**config.mk**
```make
export PLATFORM = sky130hd
export DESIGN_NAME = bytecode_stream_decoder_flat
export DESIGN_NICKNAME = d
export VERILOG_FILES = /design/src/sv/bsd_pkg.sv /design/src/sv/bsd_if.sv /design/src/sv/bytecode_stream_decoder.sv /design/src/sv/bsd_decode.sv /design/src/sv/bsd_result_queue.sv /design/src/flat_wrapper.sv
export SDC_FILE = /design/constraint.sdc
export NUM_CORES = 1
export LEC_CHECK = 0
export ABC_AREA = 1
export BUFFER_PORTS_ARGS = -buffer_cell sky130_fd_sc_hd__buf_2
export CAP_MARGIN = 30
export CORE_AREA = 2 2 361 363
export DETAILED_ROUTE_END_ITERATION = 7
export DIE_AREA = 0 0 363 365
export GPL_TIMING_DRIVEN = 0
export SLEW_MARGIN = 20
export SYNTH_ARGS = -nofsm -noshare
export SYNTH_HDL_FRONTEND = slang
export SYNTH_SLANG_ARGS = --single-unit
```
**constraint.sdc**
```tcl
create_clock -name clk -period 8.55 [get_ports clk]
set_clock_uncertainty 0.2 [all_clocks]
set_input_delay 0.855 -clock clk [delete_from_list [all_inputs] [get_ports clk]]
set_output_delay 0.855 -clock clk [all_outputs]
set_load 0.03 [all_outputs]
```
**src/sv/bsd_pkg.sv**
```systemverilog
package bsd_pkg;

    localparam int unsigned OP_COUNT  = 46;
    localparam logic [15:0] DEPTH_MAX = 16'hFFFF;

    typedef enum logic [1:0] {
        STATUS_OK      = 2'd0,
        STATUS_UNKNOWN = 2'd1,
        STATUS_TRUNC   = 2'd2
    } status_t;

    typedef enum logic {
        KIND_INSN    = 1'b0,
        KIND_SUMMARY = 1'b1
    } kind_t;

    typedef struct packed {
        logic [3:0] len;
        logic [1:0] pops;
        logic [1:0] pushes;
        logic [3:0] imm_bytes;
        logic       term;
        logic       sx32;
        logic       two;
    } op_info_t;

    typedef struct packed {
        kind_t       kind;
        logic [5:0]  opcode;
        logic [63:0] operand_first;
        logic [7:0]  operand_second;
        logic [3:0]  insn_length;
        logic [15:0] insn_offset;
        logic [15:0] max_depth;
        status_t     status;
        logic        last;
    } result_t;

    // Results produced by one byte: up to an instruction and a summary.
    typedef struct packed {
        logic [1:0] count;
        result_t    first;
        result_t    second;
    } push_t;

    function automatic op_info_t op_info(input logic [5:0] op);
        op_info_t info;
        info = '{len: 4'd1, pops: 2'd0, pushes: 2'd0, imm_bytes: 4'd0,
                 term: 1'b0, sx32: 1'b0, two: 1'b0};
        unique case (op) inside
            6'd0, 6'd44:
                info.len = 4'd1;
            6'd1:
                info.term = 1'b1;
            6'd2, 6'd3:
            begin
                info.len = 4'd9; info.pushes = 2'd1; info.imm_bytes = 4'd8;
            end
            6'd4, 6'd5, 6'd6, 6'd8, 6'd26, 6'd30:
            begin
                info.len = 4'd3; info.pushes = 2'd1; info.imm_bytes = 4'd2;
            end
            6'd7, 6'd9:
            begin
                info.len = 4'd3; info.pops = 2'd1; info.imm_bytes = 4'd2;
            end
            6'd10:
            begin
                info.len = 4'd3; info.imm_bytes = 4'd2;
            end
            6'd11:
            begin
                info.pops = 2'd1; info.pushes = 2'd2;
            end
            6'd12:
            begin
                info.pops = 2'd2; info.pushes = 2'd2;
            end
            [6'd13:6'd17], [6'd20:6'd25], 6'd27, 6'd28, 6'd31, 6'd41:
            begin
                info.pops = 2'd2; info.pushes = 2'd1;
            end
            6'd18, 6'd19, 6'd40:
            begin
                info.pops = 2'd1; info.pushes = 2'd1;
            end
            6'd29, 6'd32:
            begin
                info.pops = 2'd3; info.pushes = 2'd1;
            end
            6'd33, 6'd43:
            begin
                info.len = 4'd5; info.imm_bytes = 4'd4; info.sx32 = 1'b1;
            end
            6'd34, 6'd35:
            begin
                info.len = 4'd5; info.pops = 2'd1; info.imm_bytes = 4'd4;
                info.sx32 = 1'b1;
            end
            6'd36:
            begin
                info.len = 4'd3; info.imm_bytes = 4'd1; info.two = 1'b1;
            end
            6'd37:
            begin
                info.len = 4'd2; info.imm_bytes = 4'd1; info.term = 1'b1;
            end
            6'd38:
            begin
                info.len = 4'd4; info.pushes = 2'd1; info.imm_bytes = 4'd2;
                info.two = 1'b1;
            end
            6'd39:
            begin
                info.len = 4'd3; info.pops = 2'd1; info.pushes = 2'd1;
                info.imm_bytes = 4'd2;
            end
            6'd42:
            begin
                info.pops = 2'd1; info.term = 1'b1;
            end
            6'd45:
                info.pops = 2'd1;
            default:
                info.len = 4'd1;
        endcase
        return info;
    endfunction

endpackage

```
**src/sv/bsd_if.sv**
```systemverilog
interface bsd_in_if;
    logic       valid;
    logic       ready;
    logic [7:0] code_byte;
    logic       is_last;

    modport source (output valid, output code_byte, output is_last, input ready);
    modport sink   (input valid, input code_byte, input is_last, output ready);
endinterface

interface bsd_out_if;
    logic        valid;
    logic        ready;
    logic        result_kind;
    logic [5:0]  opcode;
    logic [63:0] operand_first;
    logic [7:0]  operand_second;
    logic [3:0]  insn_length;
    logic [15:0] insn_offset;
    logic [15:0] max_depth;
    logic [1:0]  status;
    logic        last;

    modport source (
        output valid, output result_kind, output opcode, output operand_first,
        output operand_second, output insn_length, output insn_offset,
        output max_depth, output status, output last, input ready
    );
    modport sink (
        input valid, input result_kind, input opcode, input operand_first,
        input operand_second, input insn_length, input insn_offset,
        input max_depth, input status, input last, output ready
    );
endinterface

```
**src/sv/bytecode_stream_decoder.sv**
```systemverilog
// Throughput: one byte per cycle while the result queue has room; a byte that both
// completes an instruction and ends the block yields two results, which the single
// output port drains one at a time.
// The four-entry result queue sets how far input can run ahead of a stalled output.
// Reset (rst_n, asynchronous, active low) clears all decode state, so the next
// byte starts a block at offset zero with depth and status cleared.
module bytecode_stream_decoder (
    input logic      clk,
    input logic      rst_n,
    bsd_in_if.sink   in_ch,
    bsd_out_if.source out_ch
);
    import bsd_pkg::*;

    logic       in_valid_reg;
    logic [7:0] byte_reg;
    logic       last_reg;
    logic       room;
    logic       advance;
    push_t      push;
    result_t    out_data;

    assign advance     = in_valid_reg && room;
    assign in_ch.ready = !in_valid_reg || advance;

    always_ff @(posedge clk or negedge rst_n)
    begin
        if (!rst_n)
        begin
            in_valid_reg <= 1'b0;
        end
        else if (in_ch.ready)
        begin
            in_valid_reg <= in_ch.valid;
        end
    end

    always_ff @(posedge clk)
    begin
        if (in_ch.ready && in_ch.valid)
        begin
            byte_reg <= in_ch.code_byte;
            last_reg <= in_ch.is_last;
        end
    end

    bsd_decode u_decode (
        .clk       (clk),
        .rst_n     (rst_n),
        .advance   (advance),
        .code_byte (byte_reg),
        .is_last   (last_reg),
        .push      (push)
    );

    bsd_result_queue u_queue (
        .clk       (clk),
        .rst_n     (rst_n),
        .push_en   (advance),
        .push      (push),
        .room      (room),
        .out_valid (out_ch.valid),
        .out_ready (out_ch.ready),
        .out_data  (out_data)
    );

    assign out_ch.result_kind    = out_data.kind;
    assign out_ch.opcode         = out_data.opcode;
    assign out_ch.operand_first  = out_data.operand_first;
    assign out_ch.operand_second = out_data.operand_second;
    assign out_ch.insn_length    = out_data.insn_length;
    assign out_ch.insn_offset    = out_data.insn_offset;
    assign out_ch.max_depth      = out_data.max_depth;
    assign out_ch.status         = out_data.status;
    assign out_ch.last           = out_data.last;

endmodule

```
**src/sv/bsd_decode.sv**
```systemverilog
module bsd_decode (
    input  logic           clk,
    input  logic           rst_n,
    input  logic           advance,
    input  logic [7:0]     code_byte,
    input  logic           is_last,
    output bsd_pkg::push_t push
);
    import bsd_pkg::*;

    logic [3:0]  rem_reg, rem_next;
    logic [5:0]  op_reg, op_next;
    logic [63:0] shift_reg, shift_next;
    logic [7:0]  second_reg, second_next;
    logic [15:0] offset_reg, offset_next;
    logic [15:0] start_reg, start_next;
    logic [15:0] depth_reg, depth_next;
    logic [15:0] peak_reg, peak_next;
    status_t     err_reg, err_next;

    op_info_t    info_cur;
    op_info_t    info_new;
    op_info_t    info_fin;
    logic [2:0]  pos;
    logic        done;
    logic [15:0] depth_sub;
    logic [16:0] depth_sum;
    logic [15:0] depth_sat;
    logic [63:0] operand;
    status_t     err_fin;
    result_t     insn_res;
    result_t     sum_res;

    always_comb
    begin
        rem_next    = rem_reg;
        op_next     = op_reg;
        shift_next  = shift_reg;
        second_next = second_reg;
        start_next  = start_reg;
        depth_next  = depth_reg;
        peak_next   = peak_reg;
        err_next    = err_reg;
        done        = 1'b0;
        info_cur    = op_info(op_reg);
        info_new    = op_info(code_byte[5:0]);
        pos         = 3'(info_cur.len - 4'd1 - rem_reg);

        if (err_reg == STATUS_OK)
        begin
            if (rem_reg == 4'd0)
            begin
                if (code_byte >= 8'(OP_COUNT))
                begin
                    err_next = STATUS_UNKNOWN;
                end
                else
                begin
                    op_next     = code_byte[5:0];
                    start_next  = offset_reg;
                    rem_next    = info_new.len - 4'd1;
                    shift_next  = '0;
                    second_next = '0;
                    done        = (info_new.len == 4'd1);
                end
            end
            else
            begin
                if ({1'b0, pos} < info_cur.imm_bytes)
                begin
                    for (int i = 0; i < 8; i++)
                    begin
                        if (pos == 3'(i))
                        begin
                            shift_next[8*i +: 8] = code_byte;
                        end
                    end
                end
                else
                begin
                    second_next = code_byte;
                end
                rem_next = rem_reg - 4'd1;
                done     = (rem_reg == 4'd1);
            end
        end

        // Stack estimate for the completed instruction.
        info_fin  = op_info(op_next);
        depth_sub = (depth_reg >= 16'(info_fin.pops)) ?
                    depth_reg - 16'(info_fin.pops) : 16'd0;
        depth_sum = {1'b0, depth_sub} + 17'(info_fin.pushes);
        depth_sat = depth_sum[16] ? DEPTH_MAX : depth_sum[15:0];
        if (done)
        begin
            depth_next = info_fin.term ? 16'd0 : depth_sat;
            peak_next  = (depth_sat > peak_reg) ? depth_sat : peak_reg;
        end

        operand = shift_next;
        if (info_fin.sx32 && operand[31])
        begin
            operand[63:32] = '1;
        end

        insn_res.kind           = KIND_INSN;
        insn_res.opcode         = op_next;
        insn_res.operand_first  = operand;
        insn_res.operand_second = info_fin.two ? second_next : 8'd0;
        insn_res.insn_length    = info_fin.len;
        insn_res.insn_offset    = start_next;
        insn_res.max_depth      = peak_next;
        insn_res.status         = STATUS_OK;
        insn_res.last           = !is_last;

        err_fin = err_next;
        if (err_next == STATUS_OK && rem_next != 4'd0)
        begin
            err_fin = STATUS_TRUNC;
        end

        sum_res.kind           = KIND_SUMMARY;
        sum_res.opcode         = '0;
        sum_res.operand_first  = '0;
        sum_res.operand_second = '0;
        sum_res.insn_length    = '0;
        sum_res.insn_offset    = '0;
        sum_res.max_depth      = peak_next;
        sum_res.status         = err_fin;
        sum_res.last           = 1'b1;

        offset_next = offset_reg + 16'd1;

        // The end of a block returns everything to its reset state.
        if (is_last)
        begin
            rem_next    = '0;
            op_next     = '0;
            shift_next  = '0;
            second_next = '0;
            start_next  = '0;
            depth_next  = '0;
            peak_next   = '0;
            err_next    = STATUS_OK;
            offset_next = '0;
        end

        push.count  = 2'(done) + 2'(is_last);
        push.first  = done ? insn_res : sum_res;
        push.second = sum_res;
    end

    always_ff @(posedge clk or negedge rst_n)
    begin
        if (!rst_n)
        begin
            rem_reg    <= '0;
            op_reg     <= '0;
            shift_reg  <= '0;
            second_reg <= '0;
            offset_reg <= '0;
            start_reg  <= '0;
            depth_reg  <= '0;
            peak_reg   <= '0;
            err_reg    <= STATUS_OK;
        end
        else if (advance)
        begin
            rem_reg    <= rem_next;
            op_reg     <= op_next;
            shift_reg  <= shift_next;
            second_reg <= second_next;
            offset_reg <= offset_next;
            start_reg  <= start_next;
            depth_reg  <= depth_next;
            peak_reg   <= peak_next;
            err_reg    <= err_next;
        end
    end

endmodule

```
**src/sv/bsd_result_queue.sv**
```systemverilog
module bsd_result_queue (
    input  logic             clk,
    input  logic             rst_n,
    input  logic             push_en,
    input  bsd_pkg::push_t   push,
    output logic             room,
    output logic             out_valid,
    input  logic             out_ready,
    output bsd_pkg::result_t out_data
);
    import bsd_pkg::*;

    result_t    entry_reg [4];
    logic [1:0] head_reg, head_next;
    logic [1:0] tail_reg, tail_next;
    logic [2:0] count_reg, count_next;
    logic [1:0] n_push;
    logic       pop;

    assign room      = (count_reg <= 3'd2);
    assign out_valid = (count_reg != 3'd0);
    assign out_data  = entry_reg[head_reg];

    always_comb
    begin
        n_push     = push_en ? push.count : 2'd0;
        pop        = out_valid && out_ready;
        head_next  = head_reg + 2'(pop);
        tail_next  = tail_reg + n_push;
        count_next = count_reg + 3'(n_push) - 3'(pop);
    end

    always_ff @(posedge clk)
    begin
        if (n_push != 2'd0)
        begin
            entry_reg[tail_reg] <= push.first;
        end
        if (n_push == 2'd2)
        begin
            entry_reg[tail_reg + 2'd1] <= push.second;
        end
    end

    always_ff @(posedge clk or negedge rst_n)
    begin
        if (!rst_n)
        begin
            head_reg  <= '0;
            tail_reg  <= '0;
            count_reg <= '0;
        end
        else
        begin
            head_reg  <= head_next;
            tail_reg  <= tail_next;
            count_reg <= count_next;
        end
    end

endmodule

```
**src/flat_wrapper.sv**
```systemverilog
// flat-port wrapper written by rule: the top's interface ports become plain ports
module bytecode_stream_decoder_flat import bsd_pkg::*;
  (clk, rst_n, in_ch_valid, in_ch_code_byte, in_ch_is_last, in_ch_ready, out_ch_valid, out_ch_result_kind, out_ch_opcode, out_ch_operand_first, out_ch_operand_second, out_ch_insn_length, out_ch_insn_offset, out_ch_max_depth, out_ch_status, out_ch_last, out_ch_ready);
  bsd_in_if in_ch_i ();
  bsd_out_if out_ch_i ();
  input logic clk;
  input logic rst_n;
  input wire logic [$bits(in_ch_i.valid)-1:0] in_ch_valid;
  input wire logic [$bits(in_ch_i.code_byte)-1:0] in_ch_code_byte;
  input wire logic [$bits(in_ch_i.is_last)-1:0] in_ch_is_last;
  output wire logic [$bits(in_ch_i.ready)-1:0] in_ch_ready;
  output wire logic [$bits(out_ch_i.valid)-1:0] out_ch_valid;
  output wire logic [$bits(out_ch_i.result_kind)-1:0] out_ch_result_kind;
  output wire logic [$bits(out_ch_i.opcode)-1:0] out_ch_opcode;
  output wire logic [$bits(out_ch_i.operand_first)-1:0] out_ch_operand_first;
  output wire logic [$bits(out_ch_i.operand_second)-1:0] out_ch_operand_second;
  output wire logic [$bits(out_ch_i.insn_length)-1:0] out_ch_insn_length;
  output wire logic [$bits(out_ch_i.insn_offset)-1:0] out_ch_insn_offset;
  output wire logic [$bits(out_ch_i.max_depth)-1:0] out_ch_max_depth;
  output wire logic [$bits(out_ch_i.status)-1:0] out_ch_status;
  output wire logic [$bits(out_ch_i.last)-1:0] out_ch_last;
  input wire logic [$bits(out_ch_i.ready)-1:0] out_ch_ready;
  assign in_ch_i.valid = in_ch_valid;
  assign in_ch_i.code_byte = in_ch_code_byte;
  assign in_ch_i.is_last = in_ch_is_last;
  assign in_ch_ready = in_ch_i.ready;
  assign out_ch_valid = out_ch_i.valid;
  assign out_ch_result_kind = out_ch_i.result_kind;
  assign out_ch_opcode = out_ch_i.opcode;
  assign out_ch_operand_first = out_ch_i.operand_first;
  assign out_ch_operand_second = out_ch_i.operand_second;
  assign out_ch_insn_length = out_ch_i.insn_length;
  assign out_ch_insn_offset = out_ch_i.insn_offset;
  assign out_ch_max_depth = out_ch_i.max_depth;
  assign out_ch_status = out_ch_i.status;
  assign out_ch_last = out_ch_i.last;
  assign out_ch_i.ready = out_ch_ready;
  bytecode_stream_decoder u_core (.clk(clk), .rst_n(rst_n), .in_ch(in_ch_i), .out_ch(out_ch_i));
endmodule
```
==> metrics <==
vias in the first global route 30576; actual slew at the worst max-slew pin 1.05 ns; sequential area share after synthesis 0.448; initial antenna violation count 3; DR vias/cell 5.10; CP Max Fanout 14; worst hold slack 0.0172 ns; Async S/R FF share, synth 0.245; Post-Synthesis Cells 4473; initial detailed-routing violation count 3646; Slowest cell on crit path nor3_4; CTS Buffer Depth 3; floorplan die width 363 µm; Clock Sinks 637; Hold Path Class input port to async pin; IO Port Bufs 132; Mapped Area 0.0320 mm²; Critical Path Start Type flip-flop; YS warnings 0; largest net degree at the start of global routing 82; Final #Nets 4741; Largest register FFs 472; Slew Limit Headroom 0.300; Die Ht 365 µm; clk slew on worst S/H paths 0.06 ns; share of Yosys cell area claimed by the top area cell type 0.250; CTS Buf Count 72; critical path capture point type flip-flop; syn nets 4526; CTS tree built; Synth area leaders dfxtp_1 (25%), nand2_1 (16%), dfrtp_1 (12%); most common cell in the synthesized netlist nand2_1; Post-synth top cells nand2_1 (1392), o21ai_0 (490), nor2_1 (402), dfxtp_1 (400), nand3_1 (341); Post-route DRC 0; CTS HTree Levels 3; Rows 132; clock root buffer clkbuf_16; RSZ-0062 raised after global routing no; CP Class flip-flop to flip-flop; Vias 32763; critical path's largest stage delay 0.79 ns; status finished clean; Final Hold Viols 0; drt wl/cell 19.9 µm; Post-Layout Inst Area 0.0375 mm²; Crit path required time 8.88 ns; Post-DP Area 0.0350 mm²; GRT Total Usage 0.187; Routed WL 128 mm; # setup viols final 0; DPL Wire Length 90.6 mm; DIE AREA 0.132 mm²; Initial DRT Pass Iterations 6; Worst EP arrival 8.72 ns; min Tclk post-route 8.39 ns; Distinct cells, synth 54; initial core utilization 0.249; syn avg cell area 7.16 µm²; final core area utilization 0.291; most frequent CP cell nand2_1; Peak Freq 0.119 GHz; Clk Latency, worst-skew pair 0.65 ns; total gr overflow 0; first-pass GRT wire length 191 mm; R2R setup slack 0.16 ns; Main synth FF type dfxtp_1; fraction of layout cells with a size suffix above 1 0.0912; I/O Pins 133; crit share post-route 0.981; gpl congestion 0.938; Seq cells post-synth 637; core area 0.129 mm²; area delta synth->final 17.1%; Max Slew Vio Count 0; Max-Cap Viols 0; remaining antenna violation count 0; Yosys top cell by area dfxtp_1; Post-synth EDFFs 81
cells in the final DEF (no fill, tap or decap), types with 24 or more instances in the layout:
master / count
edfxtp_1: 81
o31ai_1: 24
ha_1: 36
buf_2: 175
inv_1: 253
nand3_1: 340
a21oi_1: 36
o21ai_0: 490
dfxtp_1: 400
nand2_1: 1389
buf_1: 24
o22ai_1: 164
clkbuf_16: 74
nor2_1: 401
a31oi_1: 26
o211ai_1: 24
nand2_2: 37
nand4_1: 158
dfrtp_1: 156
clkbuf_1: 228
worst max-delay path, delay by kind of cell (launching register included):
kind,cells,cell delay [ns]
and+or+nand+nor,12,3.07
DFF,1,0.59
buffers and inverters,10,3.15
adders and majority gates,2,0.47
AOI/OAI and AO/OA,2,0.77
cells by family (layout without fill, tap and decap cells):
group,count (synthesis),in the layout,share of synthesized area
and+or+nand+nor,2407,2407,0.322
AOI/OAI and AO/OA,798,798,0.138
DFF,637,637,0.448
buffers and inverters,571,844,0.0703
adders and majority gates,40,40,0.0166
xor gates and xnor gates,18,18,0.00493
muxes,2,2,0.000625
other,0,7,0
repair_timing:
item | CTS | global route
buffers inserted | 0 | 2
setup endpoints to repair | 0 | 80
hold buffers | 0 | 0
endpoints found under the hold margin | 0 | 0
resized for setup | 0 | 16
layer usage:
metal | vias up | wire, µm | part of all wire | track usage
li1 | 15333 | - | - | -
met1 | 15731 | 53900 | 0.42 | 0.244
met2 | 1429 | 56600 | 0.44 | 0.291
met3 | 266 | 10300 | 0.080 | 0.0331
met4 | 4 | 7230 | 0.056 | 0.107
met5 | - | 27 | 0.00021 | 0
path summary, 6_finish.rpt:
check,end,from,depth (start not counted)
worst max-delay path,u_core.u_queue.entry_reg[2][76],u_core.byte_reg[0],26
worst min-delay path,u_core.u_decode.peak_reg[4],rst_n,1
worst max register to register,u_core.u_queue.entry_reg[2][76],u_core.byte_reg[0],26
worst min register to register,u_core.u_queue.entry_reg[1][78],u_core.u_queue.entry_reg[1][78],2
max in group asynchronous,u_core.u_decode.shift_reg[23],rst_n,2
min in group clk,u_core.byte_reg[5],in_ch_code_byte[5],1
layout make-up:
class | instances | area, µm²
Fill cell | 13911 | 91200
Multi-Input combinational cell | 3265 | 15500
Sequential cell | 637 | 14300
Tap cell | 1675 | 2100
Clock buffer | 101 | 2060
Buffer | 293 | 1210
Inverter | 277 | 1040
Timing Repair Buffer | 142 | 861
Clock inverter | 31 | 350
Antenna cell | 7 | 17.5
metrics by stage:
stage	TNS [ns]	cells	setup WS, ns
final	0	6428	0.164
after global routing	0	6421	0.0385
after CTS	0	6420	0.0460
after detailed placement	0	6288	0.0723
after global placement	-53.29	6280	-0.359
after floorplan	0	4473	1.78
Power is left out: the tool's default activity adds up to more than one toggle a clock period on the data nets, which glitch-free logic cannot reach.
